[src/rtl/assert_macros.svh]
// Assertion helpers shared by the RTL files.
// Each helper samples on clk and stays quiet while rst_n is low.
`ifndef ASSERT_MACROS_SVH
`define ASSERT_MACROS_SVH

// Consequent must hold in the same cycle as the antecedent.
`define ASSERT_NOW(label, ante, cons) \
    label: assert property (@(posedge clk) disable iff (!rst_n) (ante) |-> (cons)) \
        else $error("same-cycle check failed");

// Consequent must hold in the cycle after the antecedent.
`define ASSERT_NEXT(label, ante, cons) \
    label: assert property (@(posedge clk) disable iff (!rst_n) (ante) |=> (cons)) \
        else $error("next-cycle check failed");

`endif

[src/rtl/hlg_pkg.sv]
package hlg_pkg;

    // Field and register widths
    localparam int VAL_W      = 16;
    localparam int DIFF_W     = 17;
    localparam int GRAD_W     = 17;
    localparam int MEAN_W     = 32;
    localparam int DELTA_W    = 16;
    localparam int COUNT_W    = 11;
    localparam int CFG_IDX_W  = 1;
    localparam int CFG_DATA_W = 16;

    // Multiplier operands and the per-element loss
    localparam int OPA_W  = 17;
    localparam int OPB_W  = 18;
    localparam int PROD_W = OPA_W + OPB_W;
    localparam int ELEM_W = 33;

    localparam int MAX_ELEMENTS_DEF = 1024;

    // Reset values of the configuration registers
    localparam logic [DELTA_W-1:0] DELTA_RESET = 16'd256;
    localparam logic [COUNT_W-1:0] COUNT_RESET = 11'd1;

    // Configuration register indexes
    localparam logic [CFG_IDX_W-1:0] REG_DELTA = 1'd0;
    localparam logic [CFG_IDX_W-1:0] REG_COUNT = 1'd1;

    typedef enum logic [2:0] {
        ST_IDLE,
        ST_CALC,
        ST_MUL,
        ST_ACC,
        ST_DIV,
        ST_DONE
    } hlg_state_t;

    // Commands from the controller to the datapath
    typedef struct packed {
        logic ready;
        logic load;
        logic calc;
        logic mul;
        logic acc;
        logic div_step;
        logic push;
    } hlg_cmd_t;

    // Status from the datapath to the controller
    typedef struct packed {
        logic last;
        logic div_done;
        logic out_free;
    } hlg_status_t;

endpackage

[src/rtl/hlg_sample_if.sv]
interface hlg_sample_if;
    import hlg_pkg::*;

    logic                    valid;
    logic                    ready;
    logic signed [VAL_W-1:0] expected;
    logic signed [VAL_W-1:0] predicted;

    modport source (output valid, output expected, output predicted, input ready);
    modport sink   (input valid, input expected, input predicted, output ready);
endinterface

[src/rtl/hlg_result_if.sv]
interface hlg_result_if;
    import hlg_pkg::*;

    logic                     valid;
    logic                     ready;
    logic signed [GRAD_W-1:0] gradient;
    logic [MEAN_W-1:0]        mean_loss;
    logic                     last;

    modport source (output valid, output gradient, output mean_loss, output last,
                    input ready);
    modport sink   (input valid, input gradient, input mean_loss, input last,
                    output ready);
endinterface

[src/rtl/huber_loss_and_gradient.sv]
// Channel   Direction  Payload                              Handshake
// sample    in         expected, predicted (Q8.8 signed)    valid/ready
// result    out        gradient, mean_loss, last            valid/ready
// cfg       in         cfg_index, cfg_data                  cfg_we
//
// A word that does not close a vector passes through diff, operand select,
// multiply, accumulate and output load before sample ready returns.
// A word that closes a vector also runs the bit-serial mean divider
// (one quotient bit per cycle over the 43-bit loss sum).
// Reset is asynchronous, active low; it restores delta and the element count.
// A waiting result word does not block the next sample; only loading a new
// result waits for the output register to drain.
module huber_loss_and_gradient #(
    parameter int MAX_ELEMENTS = hlg_pkg::MAX_ELEMENTS_DEF
) (
    input  logic                           clk,
    input  logic                           rst_n,
    input  logic                           cfg_we,
    input  logic [hlg_pkg::CFG_IDX_W-1:0]  cfg_index,
    input  logic [hlg_pkg::CFG_DATA_W-1:0] cfg_data,
    hlg_sample_if.sink                     sample,
    hlg_result_if.source                   result
);
    import hlg_pkg::*;

    hlg_cmd_t    cmd;
    hlg_status_t st;

    hlg_ctrl u_ctrl (
        .clk          (clk),
        .rst_n        (rst_n),
        .sample_valid (sample.valid),
        .st           (st),
        .cmd          (cmd)
    );

    hlg_datapath #(
        .MAX_ELEMENTS (MAX_ELEMENTS)
    ) u_datapath (
        .clk       (clk),
        .rst_n     (rst_n),
        .cfg_we    (cfg_we),
        .cfg_index (cfg_index),
        .cfg_data  (cfg_data),
        .expected  (sample.expected),
        .predicted (sample.predicted),
        .cmd       (cmd),
        .st        (st),
        .out_valid (result.valid),
        .out_ready (result.ready),
        .gradient  (result.gradient),
        .mean_loss (result.mean_loss),
        .last      (result.last)
    );

    assign sample.ready = cmd.ready;

endmodule

[src/rtl/hlg_ctrl.sv]
`include "assert_macros.svh"

module hlg_ctrl (
    input  logic                clk,
    input  logic                rst_n,
    input  logic                sample_valid,
    input  hlg_pkg::hlg_status_t st,
    output hlg_pkg::hlg_cmd_t    cmd
);
    import hlg_pkg::*;

    hlg_state_t state_reg;
    hlg_state_t state_next;

    // Hold the state
    always_ff @(posedge clk or negedge rst_n)
    begin
        if (!rst_n)
        begin
            state_reg <= ST_IDLE;
        end
        else
        begin
            state_reg <= state_next;
        end
    end

    // Sequence a word: diff, multiply, accumulate, divide (last only), output
    always_comb
    begin
        state_next = state_reg;
        cmd        = '0;
        case (state_reg)
            ST_IDLE:
            begin
                cmd.ready = 1'b1;
                cmd.load  = sample_valid;
                if (sample_valid)
                begin
                    state_next = ST_CALC;
                end
            end
            ST_CALC:
            begin
                cmd.calc   = 1'b1;
                state_next = ST_MUL;
            end
            ST_MUL:
            begin
                cmd.mul    = 1'b1;
                state_next = ST_ACC;
            end
            ST_ACC:
            begin
                cmd.acc    = 1'b1;
                state_next = st.last ? ST_DIV : ST_DONE;
            end
            ST_DIV:
            begin
                cmd.div_step = 1'b1;
                if (st.div_done)
                begin
                    state_next = ST_DONE;
                end
            end
            ST_DONE:
            begin
                cmd.push = st.out_free;
                if (st.out_free)
                begin
                    state_next = ST_IDLE;
                end
            end
            default:
            begin
                state_next = ST_IDLE;
            end
        endcase
    end

    `ASSERT_NEXT(a_div_exit, state_reg == ST_DIV && st.div_done, state_reg == ST_DONE)
    `ASSERT_NOW(a_push_free, cmd.push, st.out_free && state_reg == ST_DONE)

endmodule

[src/rtl/hlg_datapath.sv]
`include "assert_macros.svh"

module hlg_datapath #(
    parameter int MAX_ELEMENTS = hlg_pkg::MAX_ELEMENTS_DEF
) (
    input  logic                               clk,
    input  logic                               rst_n,
    input  logic                               cfg_we,
    input  logic [hlg_pkg::CFG_IDX_W-1:0]      cfg_index,
    input  logic [hlg_pkg::CFG_DATA_W-1:0]     cfg_data,
    input  logic signed [hlg_pkg::VAL_W-1:0]   expected,
    input  logic signed [hlg_pkg::VAL_W-1:0]   predicted,
    input  hlg_pkg::hlg_cmd_t                  cmd,
    output hlg_pkg::hlg_status_t               st,
    output logic                               out_valid,
    input  logic                               out_ready,
    output logic signed [hlg_pkg::GRAD_W-1:0]  gradient,
    output logic [hlg_pkg::MEAN_W-1:0]         mean_loss,
    output logic                               last
);
    import hlg_pkg::*;

    localparam int CNT_W   = $clog2(MAX_ELEMENTS + 1);
    localparam int CW      = (CNT_W > COUNT_W) ? CNT_W : COUNT_W;
    localparam int SUM_W   = ELEM_W + $clog2(MAX_ELEMENTS);
    localparam int DCNT_W  = $clog2(SUM_W);
    localparam logic [DCNT_W-1:0] DIV_LAST = DCNT_W'(SUM_W - 1);

    // Configuration registers
    logic [DELTA_W-1:0] delta_reg;
    logic [COUNT_W-1:0] count_reg;

    // Item pipeline registers
    logic signed [DIFF_W-1:0] diff_reg;
    logic [OPA_W-1:0]         opa_reg;
    logic [OPB_W-1:0]         opb_reg;
    logic signed [GRAD_W-1:0] grad_reg;
    logic [PROD_W-1:0]        prod_reg;

    // Accumulator, element counter and divider
    logic [SUM_W-1:0]  sum_reg;
    logic [CNT_W-1:0]  idx_reg;
    logic [SUM_W-1:0]  quot_reg;
    logic [CNT_W-1:0]  rem_reg;
    logic [DCNT_W-1:0] dcnt_reg;
    logic              vec_last_reg;

    // Output register
    logic                     out_valid_reg;
    logic signed [GRAD_W-1:0] gradient_reg;
    logic [MEAN_W-1:0]        mean_reg;
    logic                     last_out_reg;

    logic [CW-1:0]            count_wide;
    logic [CW-1:0]            eff_wide;
    logic [CNT_W-1:0]         eff;
    logic [DIFF_W-1:0]        mag;
    logic                     quad;
    logic [ELEM_W-1:0]        elem;
    logic [SUM_W-1:0]         sum_next;
    logic [CNT_W-1:0]         idx_next;
    logic [CNT_W:0]           rem_shift;
    logic                     rem_fit;
    logic [MEAN_W-1:0]        mean_sat;

    // Write configuration; unknown indexes drop
    always_ff @(posedge clk or negedge rst_n)
    begin
        if (!rst_n)
        begin
            delta_reg <= DELTA_RESET;
            count_reg <= COUNT_RESET;
        end
        else if (cfg_we)
        begin
            case (cfg_index)
                REG_DELTA: delta_reg <= cfg_data;
                REG_COUNT: count_reg <= cfg_data[COUNT_W-1:0];
                default:   ;
            endcase
        end
    end

    // Clamp the vector length to 1..MAX_ELEMENTS
    always_comb
    begin
        count_wide = CW'(count_reg);
        if (count_reg == '0)
        begin
            eff_wide = CW'(1);
        end
        else if (count_wide > CW'(MAX_ELEMENTS))
        begin
            eff_wide = CW'(MAX_ELEMENTS);
        end
        else
        begin
            eff_wide = count_wide;
        end
    end
    assign eff = eff_wide[CNT_W-1:0];

    // Pick the region and the multiplier operands
    assign mag  = diff_reg[DIFF_W-1] ? DIFF_W'(-diff_reg) : DIFF_W'(diff_reg);
    assign quad = mag <= DIFF_W'(delta_reg);

    assign elem      = prod_reg[ELEM_W:1];
    assign sum_next  = sum_reg + SUM_W'(elem);
    assign idx_next  = idx_reg + CNT_W'(1);

    // One restoring step of the mean divider
    assign rem_shift = {rem_reg, quot_reg[SUM_W-1]};
    assign rem_fit   = rem_shift >= {1'b0, eff};

    // Saturate the quotient to 32 bits
    assign mean_sat = (|quot_reg[SUM_W-1:MEAN_W]) ? '1 : quot_reg[MEAN_W-1:0];

    // Advance the item through diff, operands and product
    always_ff @(posedge clk)
    begin
        if (cmd.load)
        begin
            diff_reg <= DIFF_W'(expected) - DIFF_W'(predicted);
        end
        if (cmd.calc)
        begin
            if (quad)
            begin
                opa_reg  <= mag;
                opb_reg  <= OPB_W'(mag);
                grad_reg <= -diff_reg;
            end
            else
            begin
                opa_reg  <= OPA_W'(delta_reg);
                opb_reg  <= {mag, 1'b0} - OPB_W'(delta_reg);
                grad_reg <= diff_reg[DIFF_W-1] ? GRAD_W'(delta_reg)
                                               : -GRAD_W'(delta_reg);
            end
        end
        if (cmd.mul)
        begin
            prod_reg <= PROD_W'(opa_reg) * PROD_W'(opb_reg);
        end
    end

    // Accumulate, close the vector and run the divider
    always_ff @(posedge clk or negedge rst_n)
    begin
        if (!rst_n)
        begin
            sum_reg      <= '0;
            idx_reg      <= '0;
            dcnt_reg     <= '0;
            vec_last_reg <= 1'b0;
        end
        else if (cmd.acc)
        begin
            vec_last_reg <= st.last;
            dcnt_reg     <= '0;
            if (st.last)
            begin
                sum_reg <= '0;
                idx_reg <= '0;
            end
            else
            begin
                sum_reg <= sum_next;
                idx_reg <= idx_next;
            end
        end
        else if (cmd.div_step)
        begin
            dcnt_reg <= dcnt_reg + DCNT_W'(1);
        end
    end

    always_ff @(posedge clk)
    begin
        if (cmd.acc)
        begin
            quot_reg <= sum_next;
            rem_reg  <= '0;
        end
        else if (cmd.div_step)
        begin
            quot_reg <= {quot_reg[SUM_W-2:0], rem_fit};
            rem_reg  <= rem_fit ? CNT_W'(rem_shift - {1'b0, eff}) : rem_shift[CNT_W-1:0];
        end
    end

    // Hold the result word until the sink takes it
    always_ff @(posedge clk or negedge rst_n)
    begin
        if (!rst_n)
        begin
            out_valid_reg <= 1'b0;
        end
        else if (cmd.push)
        begin
            out_valid_reg <= 1'b1;
        end
        else if (out_ready)
        begin
            out_valid_reg <= 1'b0;
        end
    end

    always_ff @(posedge clk)
    begin
        if (cmd.push)
        begin
            gradient_reg <= grad_reg;
            mean_reg     <= vec_last_reg ? mean_sat : '0;
            last_out_reg <= vec_last_reg;
        end
    end

    assign st.last     = idx_next >= eff;
    assign st.div_done = dcnt_reg == DIV_LAST;
    assign st.out_free = !out_valid_reg || out_ready;

    assign out_valid = out_valid_reg;
    assign gradient  = gradient_reg;
    assign mean_loss = mean_reg;
    assign last      = last_out_reg;

    `ASSERT_NEXT(a_vec_clear, cmd.acc && st.last, sum_reg == '0 && idx_reg == '0)
    `ASSERT_NOW(a_mean_zero, out_valid_reg && !last_out_reg, mean_reg == '0)

endmodule

[src/flat_wrapper.sv]
// flat-port wrapper written by rule: the top's interface ports become plain ports
module huber_loss_and_gradient_flat import hlg_pkg::*;
#(
    parameter int MAX_ELEMENTS = hlg_pkg::MAX_ELEMENTS_DEF
)
  (clk, rst_n, cfg_we, cfg_index, cfg_data, sample_valid, sample_expected, sample_predicted, sample_ready, result_valid, result_gradient, result_mean_loss, result_last, result_ready);
  hlg_sample_if sample_i ();
  hlg_result_if result_i ();
  input  logic clk;
  input  logic rst_n;
  input  logic cfg_we;
  input  logic [hlg_pkg::CFG_IDX_W-1:0] cfg_index;
  input  logic [hlg_pkg::CFG_DATA_W-1:0] cfg_data;
  input wire logic [$bits(sample_i.valid)-1:0] sample_valid;
  input wire logic [$bits(sample_i.expected)-1:0] sample_expected;
  input wire logic [$bits(sample_i.predicted)-1:0] sample_predicted;
  output wire logic [$bits(sample_i.ready)-1:0] sample_ready;
  output wire logic [$bits(result_i.valid)-1:0] result_valid;
  output wire logic [$bits(result_i.gradient)-1:0] result_gradient;
  output wire logic [$bits(result_i.mean_loss)-1:0] result_mean_loss;
  output wire logic [$bits(result_i.last)-1:0] result_last;
  input wire logic [$bits(result_i.ready)-1:0] result_ready;
  assign sample_i.valid = sample_valid;
  assign sample_i.expected = sample_expected;
  assign sample_i.predicted = sample_predicted;
  assign sample_ready = sample_i.ready;
  assign result_valid = result_i.valid;
  assign result_gradient = result_i.gradient;
  assign result_mean_loss = result_i.mean_loss;
  assign result_last = result_i.last;
  assign result_i.ready = result_ready;
  huber_loss_and_gradient #(.MAX_ELEMENTS(MAX_ELEMENTS)) u_core (.clk(clk), .rst_n(rst_n), .cfg_we(cfg_we), .cfg_index(cfg_index), .cfg_data(cfg_data), .sample(sample_i), .result(result_i));
endmodule
[config.mk]
export PLATFORM = sky130hd
export DESIGN_NAME = huber_loss_and_gradient_flat
export DESIGN_NICKNAME = d
export VERILOG_FILES = /design/src/rtl/hlg_pkg.sv /design/src/rtl/hlg_sample_if.sv /design/src/rtl/hlg_result_if.sv /design/src/rtl/huber_loss_and_gradient.sv /design/src/rtl/hlg_ctrl.sv /design/src/rtl/hlg_datapath.sv /design/src/flat_wrapper.sv
export VERILOG_INCLUDE_DIRS = /design/src /design/src/rtl
export SDC_FILE = /design/constraint.sdc
export NUM_CORES = 1
export LEC_CHECK = 0
export BUFFER_PORTS_ARGS = -buffer_cell sky130_fd_sc_hd__buf_2
export CORE_MARGIN = 2
export CORE_UTILIZATION = 64
export CTS_CLUSTER_DIAMETER = 50
export CTS_CLUSTER_SIZE = 16
export DETAILED_ROUTE_END_ITERATION = 8
export GPL_ROUTABILITY_DRIVEN = 0
export PLACE_DENSITY = 0.82
export SLEW_MARGIN = 20
export SYNTH_ARGS = -nofsm -noshare
export SYNTH_HDL_FRONTEND = slang
export SYNTH_HIERARCHICAL = 1
export SYNTH_SLANG_ARGS = --single-unit
[constraint.sdc]
create_clock -name clk -period 7.62 [get_ports clk]
set_input_delay 0 -clock clk [delete_from_list [all_inputs] [get_ports clk]]
set_output_delay 0 -clock clk [all_outputs]
set_load 0.02 [all_outputs]
# Word-level counts from Yosys, hierarchy flattened
# Index checks and enable logic that the tools add are counted.
dict set report word_totals {
  ff_bits 299
  latch_bits 0
  ramBits 0
  romBits 0
  in_bits 54
  output_inout_bits 52
  word_cells 81
  memories 0
}
dict set report op_classes {
  addsub 8
  multipliers 1
  div 0
  magnitude_cmp 4
  eq_ne 9
  shift 0
  muxes 28
  n_bitwise 1
  reduce_logical 10
}
# cell n
set op_table {}
lappend op_table {{$mux 43} 3}
lappend op_table {{$mux 17} 4}
lappend op_table {{$mux 11} 4}
lappend op_table {{$add 43x33->43} 1}
lappend op_table {{$mul 17x18->34} 1}
lappend op_table {{$mux 32} 1}
lappend op_table {{$pmux 3 s6} 1}
lappend op_table {{$sub 18x16->18} 1}
lappend op_table {{$le 17x16->1} 1}
lappend op_table {{$neg 16->17} 1}
lappend op_table {{$neg 17->17} 1}
lappend op_table {{$sub 16x16->17} 1}
lappend op_table {{$mux 16} 1}
lappend op_table {{$ge 12x11->1} 1}
lappend op_table {{$mux 6} 2}
lappend op_table {{$add 11x1->11 const B} 1}
lappend op_table {{$ge 11x11->1} 1}
lappend op_table {{$gt 11x11->1 const B} 1}
lappend op_table {{$logic_not 11->1} 1}
lappend op_table {{$reduce_or 11->1} 1}
lappend op_table {{$sub 11x11->11} 1}
lappend op_table {{$mux 3} 3}
lappend op_table {{$mux 1} 8}
lappend op_table {{$add 6x1->6 const B} 1}
lappend op_table {{14 further kinds} 19}

# Depth between registers and ports, before layout
dict set report logic_depth {
  ltp_word 6
  ltp_mapped 25
  mapped_depth_nobuf 23
}

# By module
# Netlist, hierarchy kept.
# module instances cells_each area_each_um2 seq_area_each_um2
set by_module_without_submodules {}
lappend by_module_without_submodules {hlg_datapath 1 2686 26342.8 8245.4}
lappend by_module_without_submodules {hlg_ctrl 1 21 173.9 75.1}

# Worst setup path after synthesis
# Ideal clock, no wire load.
dict set report synth_path {
  kind {reg2reg}
  start {reg u_core.u_datapath.opa_reg[10]}
  end {reg u_core.u_datapath.prod_reg[33] (data pin)}
  setup_time_ps 259
  t_arrival_ps 6091
  required_time_ps 7361
  slack_ps 1270
  stages_incl_launch_ff 22
  path_buffers 2
  synth_period_minus_slack_ps 6350
  cell_sequence {edfxtp_1 -> clkbuf_1 -> clkbuf_1 -> nand2_1 -> fa_1 -> inv_1 -> fa_1 -> fa_1 -> fa_1 -> fa_1 -> inv_1 -> fa_1 -> inv_1 -> ha_1 -> a21o_1 -> a21oi_1 -> o311ai_0 -> nor4_1 -> nor4b_1 -> a2111oi_1 -> a21oi_1 -> xnor2_1}
}
dict set report synth_between {
  elab_chain_cells 1
}
# element line
set synth_rtl {}
lappend synth_rtl {{start, declared} hlg_datapath.sv:35} ;# logic [OPA_W-1:0] opa_reg;
lappend synth_rtl {{start signal, assigned} hlg_datapath.sv:129} ;# opa_reg <= mag;
lappend synth_rtl {{start signal, assigned} hlg_datapath.sv:135} ;# opa_reg <= OPA_W'(delta_reg);
lappend synth_rtl {{$mul 17x18->34} hlg_datapath.sv:143} ;# prod_reg <= PROD_W'(opa_reg) * PROD_W'(opb_reg);
lappend synth_rtl {{end signal, assigned} hlg_datapath.sv:143}
lappend synth_rtl {{end, declared} hlg_datapath.sv:38} ;# logic [PROD_W-1:0] prod_reg;
# Every way passes these cells.
# A chain may end at the register's enable or synchronous reset.

# Final worst setup path
dict set report layout_path {
  start {reg u_core.u_datapath.opb_reg[8]}
  end {reg u_core.u_datapath.prod_reg[33] (data pin)}
}
dict set report layout_between {
  elab_chain_cells 1
}
# element line
set layout_rtl {}
lappend layout_rtl {{start, declared} hlg_datapath.sv:36} ;# logic [OPB_W-1:0] opb_reg;
lappend layout_rtl {{start signal, assigned} hlg_datapath.sv:130} ;# opb_reg <= OPB_W'(mag);
lappend layout_rtl {{start signal, assigned} hlg_datapath.sv:136} ;# opb_reg <= {mag, 1'b0} - OPB_W'(delta_reg);
lappend layout_rtl {{$mul 17x18->34} hlg_datapath.sv:143}
# Every way passes these cells.

==> qor.log <==
[timing] final max-slew violation count 0
[die] floorplan die area 0.04308 mm^2
[synth] cells taking the most area after synthesis sky130_fd_sc_hd__edfxtp_1, sky130_fd_sc_hd__fa_1, sky130_fd_sc_hd__ha_1
[finish] area added between synthesis and finish 9.781%
[drt] total wire length after detailed routing 63980 um
[place] input/output buffers 105
[grt] overall global routing resource usage 0.2996
[finish] Layout Nets 3332
[place] Detail Placement HPWL 48100 um
[die] overall die width 207.6 um
[synth] average size of a mapped cell 9.796 um^2
[clock_network] Worst-Skew Late Latency 560 ps
[synth] Netlist cell types 88
[grt] total gr overflow 0
[grt] global-route wire length before repair 105600 um
[timing] Final Hold Viols 0
[synth] total of warnings raised by yosys 6
[worst_setup_path] WP data arrival 7140 ps
[drt] First-pass DRT Iterations 8
[synth] dominant combinational cell family by area after synthesis adder cells
[synth] dominant register cell in the synthesized netlist sky130_fd_sc_hd__edfxtp_1
[die] DIE HEIGHT 207.6 um
[synth] cell with the most instances after synthesis sky130_fd_sc_hd__inv_1
[worst_setup_path] critical path, cell by cell and2_1 > fa_1 > inv_1 > fa_1 > fa_1 > inv_1 > fa_1 > fa_1 > inv_1 > fa_1 > inv_1 > ha_1 > a21o_1 > a21oi_1 > a2111o_1 > a31oi_1 > nor4_1 > nor4b_1 > a2111oi_1 > a21oi_1 > xnor2_1
[hold_path] path class of the lowest-slack min-delay path in2reg
[grt] pin count of the biggest net entering global routing 67
[drt] initial detailed-routing violation count 1706
[clock_network] Clock Pin Slew Worst Setup and Hold Paths 60 ps
[synth] post-synthesis instance area 0.02652 mm^2
[die] placeable core region 0.04083 mm^2
[synth] cell count after synthesis 2707
[synth] Post-Synth Adder-Cell Area 0.2832
[worst_setup_path] gate family responsible for the most delay along the worst path adder cells
[synth] simple-gate share of the synthesized area 0.1422
[synth] async set-reset flop share out of synthesis 0.3108
[clock_network] CTS max path bufs 3
[drt] DRC violation count after routing 0
[worst_setup_path] slowest stage cell, crit path sky130_fd_sc_hd__edfxtp_1
[worst_setup_path] CP Class reg2reg
[synth] complex-gate fraction of the synthesized area 0.1249
[worst_setup_path] Setup crit start kind flop
[drt] count of nets left with antenna violations after detail routing 0
[synth] fraction of post-synthesis cell area in the top cell type by area 0.2186
[drt] via count 20250
[drt] via-per-instance ratio 5.997
[finish] number of antenna repair diodes 0
[synth] parity-gate share of the synthesized area counting xor and xnor cells 0.04851
[synth] post-synthesis sequential area ratio 0.3138
[finish] share of layout cells above drive strength 1 0.08576
[timing] unrepaired setup endpoints after global routing false
[timing] number of setup violations in the final report 0
[clock_network] setup bufs post-CTS 0
[synth] post-synthesis cell type with the largest combined area sky130_fd_sc_hd__edfxtp_1
[finish] fill cell total of the finished layout 2750
[grt] antenna violations before repair 0
[timing] achievable clock frequency 146.1 MHz
[worst_setup_path] data required time of the critical path 7920 ps
[drt] routed wirelength normalized by instance count 18.95 um
[clock_network] sinks on the clock net 296
[flow_run] reported max-cap violation count 0
[synth] share of cell area taken by muxes after synthesis 0.01618
[synth] flops & latches, synth 296
[synth] count of flip-flops with a built-in enable after synthesis 193
[worst_setup_path] number of buffers and inverters on the critical path 4
[worst_setup_path] most used cell along the critical path sky130_fd_sc_hd__fa_1
[worst_setup_path] type of element capturing the critical path flop
[grt] vias in the first global route 20830
[clock_network] CTS tree yes
[timing] worst max-slew margin expressed relative to the limit 0.2608
[synth] commonest cells in the synthesized netlist sky130_fd_sc_hd__inv_1, sky130_fd_sc_hd__nand2_1, sky130_fd_sc_hd__fa_1
[clock_network] H-tree lvl count 1
[die] Site Rows 74
[timing] summed negative setup slack over all endpoints 0 ps
[worst_setup_path] largest fanout of any net on the critical path 17
[clock_network] number of clock buffers inserted by TritonCTS 29
[timing] final period utilization 0.8982
[die] starting density of the core 0.6494
[timing] slew at the pin closest to its max-slew limit 1105 ps
[status] result of the run completed
[timing] setup skew after layout 18.32 ps
[worst_setup_path] max incr delay on CP 670 ps
[timing] final worst path period need 6845 ps
[clock_network] cell at the root of the clock tree sky130_fd_sc_hd__clkbuf_16
[die] count of boundary I/O pins 106
[synth] Post-Syn Nets 3216
-- per-stage QoR --
step | setup slack (ps) | std cells | area, um^2 | utilization | hold slack [ps]
6_report | 775.4 | 3377 | 29110 | 0.7129 | 4.156
4_1_cts | 806.4 | 3377 | 29100 | 0.7127 | 2.413
3_3_place_gp | 980.5 | 3255 | 27460 | 0.6726 | -48.26
3_5_place_dp | 779.2 | 3255 | 27460 | 0.6726 | -42.39
2_1_floorplan | 1270 | 2707 | 26520 | - | -295.6
5_1_grt | 266.9 | 3377 | 29110 | 0.7129 | 28.71
-- metal layers --
layer,global-route usage,share of wire
met5,0,0
met4,0.1084,0.040
met3,0.04266,0.071
met2,0.5103,0.49
met1,0.3931,0.40
-- what timing repair did --
action,in CTS,in global routing
hold endpoints to repair,73,0
hold buffers,69,0
resized for setup,0,0
-- cell usage in the layout, fill, tap and decap left out, types with 16 or more instances in the layout --
master / n
sky130_fd_sc_hd__buf_2: 104
sky130_fd_sc_hd__xnor2_1: 108
sky130_fd_sc_hd__inv_1: 383
sky130_fd_sc_hd__clkbuf_16: 29
sky130_fd_sc_hd__buf_4: 19
sky130_fd_sc_hd__and3_1: 16
sky130_fd_sc_hd__edfxtp_1: 193
sky130_fd_sc_hd__o2bb2ai_1: 23
sky130_fd_sc_hd__dlygate4sd3_1: 68
sky130_fd_sc_hd__nand2b_1: 21
sky130_fd_sc_hd__nor4_1: 16
sky130_fd_sc_hd__ha_1: 213
sky130_fd_sc_hd__a21oi_1: 110
sky130_fd_sc_hd__nor2b_1: 26
sky130_fd_sc_hd__mux2_2: 27
sky130_fd_sc_hd__xor2_1: 37
sky130_fd_sc_hd__and2_1: 132
sky130_fd_sc_hd__a211oi_1: 18
sky130_fd_sc_hd__nand3_1: 32
sky130_fd_sc_hd__dfrtp_1: 90
sky130_fd_sc_hd__nand2_1: 326
sky130_fd_sc_hd__o21a_1: 41
sky130_fd_sc_hd__fa_1: 242
sky130_fd_sc_hd__a21o_1: 59
sky130_fd_sc_hd__nor3_1: 30
sky130_fd_sc_hd__nor2_1: 117
sky130_fd_sc_hd__o21ai_0: 107
-- worst min-delay path, cell delays in order --
cell                      delay [ps]
sky130_fd_sc_hd__buf_2           110
sky130_fd_sc_hd__nor2b_4         220
sky130_fd_sc_hd__o21ai_0         180
-- layout make-up --
class	count	area (um^2)	area share
Multi-Input combinational cell	1915	16360	0.5621
Sequential cell	296	8320	0.2858
Inverter	389	1460	0.05016
Timing Repair Buffer	192	1364	0.04685
Clock buffer	39	797.0	0.02738
Tap cell	532	665.6	0.02287
Clock inverter	14	140.1	0.004814
-- final timing paths --
check                                              startpoint                              end  slack (ps)  depth (start not counted)
max in group asynchronous                               rst_n  u_core/u_datapath/delta_reg[10]        6230                          4
worst min register to register  u_core/u_datapath/grad_reg[2]    u_core/u_datapath/gradient[2]         420                          0
worst max register to register   u_core/u_datapath/opb_reg[8]   u_core/u_datapath/prod_reg[33]         780                         21
worst max-delay path             u_core/u_datapath/opb_reg[8]   u_core/u_datapath/prod_reg[33]         780                         21
worst min-delay path                                   cfg_we   u_core/u_datapath/delta_reg[7]           4                          3
min in group asynchronous                               rst_n    u_core/u_datapath/sum_reg[14]         490                          4
-- logic make-up after synthesis --
group           Yosys count
simple gates            786
xor+xnor                146
flops                   296
fa+ha+maj               455
buf+inv                 496
mux                      39
other cells               1
compound gates          488
Power is left out: the tool's default activity adds up to more than one toggle a clock period on the data nets, which glitch-free logic cannot reach.
